<file path="src/rtl/smt_ram.sv">
`timescale 1ns / 1ps
// Generic one-write one-read RAM with registered read data.
// No dependencies.
module smt_ram #(
  parameter int WIDTH = 8,
  parameter int DEPTH = 16,
  parameter int ADDR_W = 4
) (
  input  logic              clk,
  input  logic              we,
  input  logic [ADDR_W-1:0] waddr,
  input  logic [WIDTH-1:0]  wdata,
  input  logic [ADDR_W-1:0] raddr,
  output logic [WIDTH-1:0]  rdata
);

  logic [WIDTH-1:0] mem [DEPTH];

  always_ff @(posedge clk) begin
    if (we) begin
      mem[waddr] <= wdata;
    end
    rdata <= mem[raddr];
  end

endmodule

</file>
<file path="config.mk">
export PLATFORM = sky130hd
export DESIGN_NAME = smt_ram
export DESIGN_NICKNAME = d
export VERILOG_FILES = /design/src/rtl/smt_ram.sv
export SDC_FILE = /design/constraint.sdc
export NUM_CORES = 1
export LEC_CHECK = 0
export BUFFER_PORTS_ARGS = -buffer_cell sky130_fd_sc_hd__buf_2
export CELL_PAD_IN_SITES_DETAIL_PLACEMENT = 0
export CELL_PAD_IN_SITES_GLOBAL_PLACEMENT = 1
export CORE_UTILIZATION = 45
export DETAILED_ROUTE_END_ITERATION = 8
export GPL_TIMING_DRIVEN = 0
export PLACE_DENSITY_LB_ADDON = 0.1
export SLEW_MARGIN = 20
export SYNTH_ARGS = -nofsm -noshare
export SYNTH_HDL_FRONTEND = slang
export SYNTH_SLANG_ARGS = --single-unit
</file>
<file path="constraint.sdc">
create_clock -name clk -period 2.2 [get_ports clk]
set_input_delay 0.11 -clock clk [delete_from_list [all_inputs] [get_ports clk]]
set_output_delay 0.11 -clock clk [all_outputs]
set_load 0.005 [all_outputs]
</file>
== Word level (Yosys, flattened, before mapping) ==
Memories as Yosys holds them, arrays and structs flattened. A register that Yosys moved wholly into a read port is not among the register bits.
Index checks and enable logic that the tools add are counted.
W data, S select, Z words.

* Bits in registers: 0
* Bits in latches: 0
* Memory bits (writable): 128
* Memory bits (read-only): 0
* Input bits: 18
* Output and inout port bits: 8
* Memories kept: 1

* $add $sub $neg: 0
* Multiply operators: 0
* Div/mod/pow operators: 0
* $lt $le $gt $ge: 0
* Eq/ne operators: 0
* Shift-type cells: 0
* Muxes and demuxes: 2
* Bitwise logic cells: 0
* Reductions and logical operators: 0

{| class="wikitable"
|+ Memory list
! memory !! words !! width !! rd ports !! clocked after memory_dff !! wr ports !! line !! RTL
|-
| mem || 16 || 8 || 1 || 1 || 1 || 17 || <nowiki>logic [WIDTH-1:0] mem [DEPTH];</nowiki>
|}

{| class="wikitable"
|+ Operators with widths
! cell !! count
|-
| $mux W1 || 2
|}

== Logic depth before layout (Yosys ltp) ==
Gate-level depths: netlist (run 1).

* Depth in word-level cells: 2
* Gate-level depth with buffers: 5
* Mapped depth without buffers: 3

== Least setup slack after synthesis (run 1) ==
No wires, ideal clock.

* Path type: input port to flip-flop
* Start: input port waddr[2]
* End: memory mem[0][0] (enable)
* Data arrival time: 1.220 ns
* Required time: 1.817 ns
* Setup slack: 0.597 ns
* Stages on the path: 2
* Path buffers: 0
* Path through: or3b_2 -> nor3_1

{| class="wikitable"
|+ RTL lines
! element !! line !! RTL
|-
| from (decl) || 11 || <nowiki>input logic [ADDR_W-1:0] waddr,</nowiki>
|-
| to (decl) || 17 ||
|}

No word-level cell before the write port.

==> flow_summary.json, run 1 <==
{
  "synth_top_cell_area_share_pct": 74.7,
  "synth_largest_area_cell": "edfxtp_1",
  "ys_seq_elements": 136,
  "grt_first_pass_wirelength_um": 14500,
  "fin_crit_ns": 1.50,
  "yosysSeqAreaShare_pct": 77.8,
  "ant_nets": 0,
  "endpoint_kind": "flip-flop",
  "drt-pass1-iter-count": 5,
  "peakVddDrop_mv": 0.338,
  "drt_iter0_drc": 128,
  "instances_no_fill": 424,
  "finClkSkew_ns": 0.00786,
  "gp_congestion": 0.658,
  "viasPerCell": 5.56,
  "path_clk_slew_ns": 0.05,
  "dr_total_vias": 2356,
  "synth_cells": 229,
  "drc_errors": 0,
  "avgRoutedWirePerCell_um": 23.3,
  "grt_overflow_total": 0,
  "die_area_sq_um": 11900,
  "maxCapViolCount": 0,
  "fmax_mhz": 667,
  "hpwl_um": 6260,
  "avgSynthCellArea_sq_um": 22.5,
  "powerDensity_nw_per_um2": 964,
  "htreeDepth": 4,
  "cts_hold_buf": 0,
  "post-route-period-util_pct": 68.2,
  "rows": 38,
  "finalSetupViolCount": 0,
  "area_delta_synth_final_pct": 17.0,
  "worstSetupPathType": "flip-flop to flip-flop",
  "clk_path_buf_depth": 2,
  "critPathMaxFanout": 1,
  "arrival_ns": 1.78,
  "root_buffer": "clkbuf_16",
  "p_leak_nw": 2.02,
  "port_buffers": 24,
  "antennaDiodeCount": 0,
  "numCtsBuffers": 17,
  "die_y_um": 109,
  "start_kind": "flip-flop",
  "die_x_um": 109,
  "max_slew_margin_pct": 42.8,
  "synth_top_cells_by_area": "edfxtp_1 75%, mux4_2 7.9%, mux4_1 7.1%",
  "initial_core_util_pct": 46.9,
  "cts_setup_buffers": 0,
  "first_global_vias": 2351,
  "finalMaxSlewViolations": 0,
  "rsz0062_at_grt": "false",
  "holdCritPathClass": "input pin to flip-flop",
  "io_pins": 26,
  "critPathRequiredTime_ns": 2.48,
  "coreArea_sq_um": 11000,
  "worstSkewPairLatency_ns": 0.40,
  "critical_path.startpoint": "mem[5][0]",
  "synth.distinct_cells": 19,
  "reg2reg_from": "mem[5][0]",
  "final_layout_size_suffix_gt1_share_pct": 29.6,
  "dp.cells": 393,
  "hp-start": "wdata[6]",
  "worst_hold_slack_ns": 0.121,
  "nets": 290,
  "final_hold_viol_count": 0,
  "syn_nets": 247,
  "synth_area_sq_um": 5150,
  "nFillCells": 842,
  "cts.repair.resized": 0,
  "tightest_slew_ns": 0.855,
  "tritoncts": "yes",
  "grt_start_max_net_pins": 17,
  "wl_um": 9880,
  "antenna_found_initial": 0,
  "grt_use_total_pct": 18.7,
  "outcome": "completed",
  "ys_warn_count": 0,
  "cts_sinks": 136
}
-- flip-flops by register name (all words and copies together) (netlist names) --
name / count
mem: 128
rdata: 8
-- where the power goes --
part / internal, mW / total (mW) / switching (mW)
clock network: 1.67 / 2.62 / 0.946
registers: 2.90 / 2.91 / 0.0126
logic: 0.115 / 0.277 / 0.162
total: 4.69 / 5.81 / 1.12
-- stage by stage --
stage / power [mW] / instance area, sq um / setup WS [ns] / TNS, ns / utilization, %
floorplan: 3.11 / 5150 / 0.597 / 0 / -
finish: 5.81 / 6020 / 0.700 / 0 / 54.8
global route: 5.99 / 6020 / 0.683 / 0 / 54.8
global placement: 3.24 / 5440 / -0.0270 / -0.213 / 49.6
detailed placement: 3.25 / 5460 / 0.315 / 0 / 49.7
CTS: 5.85 / 6020 / 0.682 / 0 / 54.8
-- layout by cell type (no fill, tap or decap), types with 4 or more instances in the layout --
cell         n
clkbuf_8     8
nand2_1      9
nor3_2       4
dfxtp_1      8
buf_2       27
clkbuf_1     4
mux4_1      14
mux4_2      18
a22oi_1     16
edfxtp_1   128
clkbuf_16   17
nor2_1      13
-- cells by family after synthesis --
group	Yosys count	share of synthesized area [%]
compound gates	16	2.33
buf+inv	10	1.68
flops	136	77.8
mux	32	15.0
simple gates	35	3.18
-- final timing paths --
path / cells after the start / endpoint / slack (ns)
max: 3 / rdata[0] / 0.70
min: 1 / mem[5][6] / 0.12
max reg2reg: 3 / rdata[0] / 0.70
min reg2reg: 3 / rdata[7] / 0.68
-- worst max-delay path, cell delays in order, from the launching register on --
cell and delay (ns):
edfxtp_1 0.36, mux4_1 0.57, a22oi_1 0.36, nand2_1 0.09
-- layer usage --
metal / part of all wire [%] / track usage [%] / up-vias
met5: 0 / 0 / -
met4: 0.74 / 6.66 / 0
met3: 7.6 / 5.38 / 6
met2: 48 / 27.2 / 81
met1: 44 / 26.9 / 1208
li1: - / - / 1061
-- final cells by class --
| cell class | count | area, sq um | share of cell area, % |
|---|---|---|---|
| Sequential cell | 136 | 4000 | 66.5 |
| Multi-Input combinational cell | 83 | 1080 | 17.9 |
| Clock buffer | 29 | 551 | 9.14 |
| Tap cell | 140 | 175 | 2.91 |
| Timing Repair Buffer | 24 | 120 | 1.99 |
| Buffer | 10 | 86.3 | 1.43 |
| Clock inverter | 2 | 10.0 | 0.166 |
-- synth_stat cells (all sizes together) --
master and number:
nor2 13, edfxtp 128, nand3b 2, nand3 1, nand2 9, buf 7
and2 1, nor2b 1, a22oi 16, and2b 1, dfxtp 8, or3b 1
nand2b 2, clkdlybuf4s25 3, mux4 32, nor3 4
(Power assumes the default switching activity.)
==> inputs of run 2 (changes only) <==
- clock period: 2.2 -> 1.5 ns (I/O delays scaled with it)
==> run 2 against run 1 <==
  * Clock skew grew 0.0024 ns
  * Highest routed layer unchanged
  * Non-clock buffer count is the same
  * Global-route usage grew 0.056 points
  * Register-to-register slack lost 0.69 ns
  * Count of clock-buffer cells in the layout shrank 8
  * Worst setup slack lost 0.69 ns
  * Final area grew 1.0%
  * Sequential cell count is the same
  * Cell count grew 0.24%
  * Worst hold slack lost 0.047 ns
  * Sequential share of layout area shrank 0.67 points
==> flow_summary.json, run 2 (same netlist as run 1, synthesis figures left out) <==
{
  "coreArea_sq_um": 11000,
  "regMostFlops": "mem",
  "drc_errors": 0,
  "tns_ns": 0,
  "holdCritPathClass": "input pin to flip-flop",
  "hold_depth": 1,
  "fin_crit_ns": 1.49,
  "drt-pass1-iter-count": 4,
  "instances_no_fill": 425,
  "endpoint_kind": "flip-flop",
  "worstSkewPairLatency_ns": 0.41,
  "grt_use_total_pct": 18.7,
  "root_buffer": "clkbuf_16",
  "hpwl_um": 6160,
  "drt_iter0_drc": 166,
  "p_leak_nw": 2.04,
  "rows": 38,
  "finalMaxSlewViolations": 0,
  "port_buffers": 24,
  "fmax_mhz": 672,
  "first_global_vias": 2426,
  "finalSetupViolCount": 0,
  "met2_usage_pct": 27.9,
  "post-route-util_pct": 55.4,
  "cts_setup_buffers": 0,
  "initial_core_util_pct": 46.9,
  "max_slew_margin_pct": 42.1,
  "maxCapViolCount": 0,
  "met1_usage_pct": 26.8,
  "hp-start": "wdata[5]",
  "reg2reg_setup_slack_ns": 0.01,
  "reg2reg_from": "mem[4][0]",
  "die_x_um": 109,
  "clk_path_buf_depth": 2,
  "viasPerCell": 5.54,
  "multi_input_area_sq_um": 1080,
  "start_kind": "flip-flop",
  "antenna_found_initial": 0,
  "final_cell_mix": "128 x edfxtp_1, 27 x buf_2, 18 x mux4_2",
  "top_regs": "mem: 128 flops, rdata: 8 flops",
  "critPathRequiredTime_ns": 1.78,
  "die_y_um": 109,
  "finClkSkew_ns": 0.0103,
  "nets": 290,
  "grt_first_pass_wirelength_um": 14700,
  "met3_usage_pct": 5.02,
  "final_layout_size_suffix_gt1_share_pct": 30.2,
  "arrival_ns": 1.77,
  "rr_worst_depth": 3,
  "peakVddDrop_mv": 0.825,
  "nFillCells": 841,
  "dr_total_vias": 2355,
  "cts_hold_buf": 0,
  "critPathMaxFanout": 1,
  "ff_latch_area_sq_um": 4000,
  "io_pins": 26,
  "grt_start_max_net_pins": 17,
  "post-route-period-util_pct": 99.2,
  "wl_um": 9900,
  "grt_overflow_total": 0,
  "outcome": "completed",
  "powerDensity_nw_per_um2": 1480,
  "hold_end": "mem[6][5]",
  "ant_nets": 0,
  "rr_endpoint": "rdata[0]",
  "antennaDiodeCount": 0,
  "numCtsBuffers": 17,
  "dp.cells": 393,
  "area_delta_synth_final_pct": 18.2,
  "final_common_cell": "edfxtp_1",
  "worstSetupPathType": "flip-flop to flip-flop",
  "tightest_slew_ns": 0.866,
  "grt.busiest_layer": "met2",
  "htreeDepth": 4,
  "cts.repair.resized": 0,
  "final_hold_viol_count": 0,
  "die_area_sq_um": 11900,
  "p_total_mw": 9.02,
  "cts_sinks": 136,
  "largest_reg_flops": 128,
  "tritoncts": "yes",
  "avgRoutedWirePerCell_um": 23.3,
  "gp_congestion": 0.656,
  "rsz0062_at_grt": "false",
  "path_clk_slew_ns": 0.06
}
## run 2: layer usage
| metal | wire length (um) | vias up |
|---|---|---|
| met5 | 0 | - |
| li1 | - | 1060 |
| met1 | 4590 | 1222 |
| met3 | 500 | 6 |
| met2 | 4690 | 67 |
| met4 | 120 | 0 |
## run 2: final cells by class
class / count / area share, %
Sequential cell: 136 / 65.8
Multi-Input combinational cell: 83 / 17.7
Clock buffer: 21 / 7.40
Tap cell: 140 / 2.88
Clock inverter: 11 / 2.82
Timing Repair Buffer: 24 / 1.97
Buffer: 10 / 1.42
## run 2: worst max path at each step
stage / to / slack [ns] / startpoint / cells after the start
5_1_grt: rdata[0] / 0.02 / mem[6][0] / 3
3_3_place_gp: mem[8][1] / -0.47 / waddr[2] / 3
4_1_cts: rdata[0] / 0.03 / mem[6][0] / 3
6_report: rdata[0] / 0.01 / mem[4][0] / 3
3_5_place_dp: mem[1][7] / -0.30 / waddr[2] / 3
2_1_floorplan: mem[3][0] / 0.16 / waddr[2] / 2
## run 2: power breakdown
group          total, mW  switching, mW  leakage (nW)  internal (mW)
combinational      0.407          0.238         0.520          0.169
clock               4.34           1.51         0.298           2.83
sequential          4.27         0.0185          1.22           4.25
total               9.02           1.77          2.04           7.25
## run 2: critical path, stage by stage, from the launching register on
cell,delay [ns]
edfxtp_1,0.36
mux4_1,0.55
a22oi_1,0.37
nand2_1,0.09
## run 2: through the flow
stage	setup slack [ns]	hold WS (ns)	instance area (sq um)
final	0.0123	0.0739	6080
after global routing	0.0210	0.0717	6080
after CTS	0.0339	0.0741	6080
after detailed placement	-0.303	0.449	5460
after global placement	-0.470	0.451	5450
after floorplan	0.159	0.174	5150
==> inputs of run 3 (changes only) <==
- BUFFER_PORTS_ARGS: -buffer_cell sky130_fd_sc_hd__buf_2 -> -buffer_cell sky130_fd_sc_hd__buf_4
- REMOVE_ABC_BUFFERS: default -> 1
==> run 3 against run 2 <==
  * Sequential power barely moved
  * Core utilization fell by 0.23 points
  * Non-clock buffer count fell by 6
  * Sequential share of layout area rose by 0.27 points
  * Critical path depth did not move
  * Clock skew fell by 0.0019 ns
  * Global-route usage fell by 0.32 points
  * Total power fell by 2.9%
  * Die area did not move
  * Worst setup slack improved by 0.11 ns
  * Clock power fell by 6.0%
  * Largest power group is now registers
==> flow_summary.json, run 3 (same netlist as run 1, synthesis figures left out) <==
{
  "outcome": "completed",
  "worstSetupPathType": "flip-flop to flip-flop",
  "worst_hold_slack_ns": 0.00221,
  "die_x_um": 109,
  "antennaDiodeCount": 0,
  "design_area_sq_um": 6060,
  "critical_path.startpoint": "mem[9][1]",
  "drc_errors": 0,
  "setup_ws_ns": 0.122,
  "antenna_found_initial": 0,
  "met1_length_um": 4610,
  "die_area_sq_um": 11900,
  "holdCritPathClass": "input pin to flip-flop",
  "finalMaxSlewViolations": 0,
  "final_hold_viol_count": 0,
  "regMostFlops": "mem",
  "root_buffer": "clkbuf_16",
  "cts_hold_buf": 3,
  "rr_worst_depth": 3,
  "max_slew_margin_pct": 42.9,
  "largest_reg_flops": 128,
  "avgRoutedWirePerCell_um": 22.9,
  "hp-start": "wdata[6]",
  "peakVddDrop_mv": 0.665,
  "finClkSkew_ns": 0.00839,
  "cp-endpoint": "rdata[1]",
  "coreArea_sq_um": 11000,
  "top_regs": "mem: 128 flops, rdata: 8 flops",
  "area_delta_synth_final_pct": 17.7,
  "drt_iter0_drc": 104,
  "fin_crit_ns": 1.38,
  "initial_core_util_pct": 46.9,
  "drt-pass1-iter-count": 4,
  "top_layer": "met4",
  "dpl_cell_area_sq_um": 5440,
  "cts_sinks": 136,
  "grt_use_total_pct": 18.4,
  "wl_met2_um": 4500,
  "post-route-period-util_pct": 91.9,
  "die_y_um": 109,
  "cts_setup_buffers": 0,
  "nets": 284,
  "start_kind": "flip-flop",
  "grt_start_max_net_pins": 33,
  "ant_nets": 0,
  "final_layout_size_suffix_gt1_share_pct": 28.3,
  "hpwl_um": 5800,
  "cts.repair.resized": 0,
  "place_ws_ns": -0.345,
  "final_common_cell": "edfxtp_1",
  "rsz0062_at_grt": "false",
  "critPathMaxFanout": 1,
  "wl_um": 9620,
  "gp_congestion": 0.640,
  "instances_no_fill": 419,
  "reg2reg_from": "mem[9][1]",
  "viasPerCell": 5.55,
  "post-route-util_pct": 55.2,
  "p_leak_nw": 2.02,
  "tightest_slew_ns": 0.853,
  "path_clk_slew_ns": 0.06,
  "rows": 38,
  "clk_path_buf_depth": 2,
  "htreeDepth": 4,
  "reg2reg_setup_slack_ns": 0.12,
  "io_pins": 26,
  "maxCapViolCount": 0,
  "final_cell_mix": "128 x edfxtp_1, 25 x buf_4, 18 x mux4_2",
  "finalSetupViolCount": 0,
  "grt_overflow_total": 0,
  "wl_met3_um": 398,
  "critPathRequiredTime_ns": 1.79,
  "port_buffers": 25,
  "tns_ns": 0,
  "tritoncts": "yes",
  "p_total_mw": 8.76,
  "dp.cells": 384,
  "powerDensity_nw_per_um2": 1450,
  "worstSkewPairLatency_ns": 0.41,
  "endpoint_kind": "flip-flop",
  "arrival_ns": 1.67,
  "rr_endpoint": "rdata[1]",
  "first_global_vias": 2367,
  "grt_first_pass_wirelength_um": 14400,
  "dr_total_vias": 2327,
  "numCtsBuffers": 17,
  "fmax_mhz": 725
}
run 3: layer usage:
metal	GRT usage, %	vias to the layer above
li1	-	1047
met1	26.5	1210
met2	27.3	60
met3	4.66	10
met4	6.66	0
met5	0	-
run 3: layout make-up:
cell class | instances | area, sq um
Clock buffer | 17 | 425
Sequential cell | 136 | 4000
Timing Repair Buffer | 28 | 218
Clock inverter | 15 | 160
Fill cell | 848 | 4920
Multi-Input combinational cell | 83 | 1080
Tap cell | 140 | 175
run 3: worst max-delay path: stages, from the launching register on:
cell and delay (ns):
edfxtp_1 0.36, mux4_1 0.51, a22oi_1 0.30, nand2_1 0.09
run 3: worst min-delay path by stage:
stage | endpoint | slack, ns | cells after the start
floorplan | mem[0][0] | 0.17 | 0
global placement | mem[14][1] | 0.40 | 1
detailed placement | mem[14][1] | 0.41 | 1
CTS | mem[15][5] | 0.0002 | 1
global route | mem[7][5] | 0.004 | 1
finish | mem[7][6] | 0.002 | 1
run 3: power by group:
group	internal, mW	total (mW)	switching (mW)
combinational	0.182	0.411	0.229
clock	2.58	4.08	1.50
sequential	4.25	4.27	0.0197
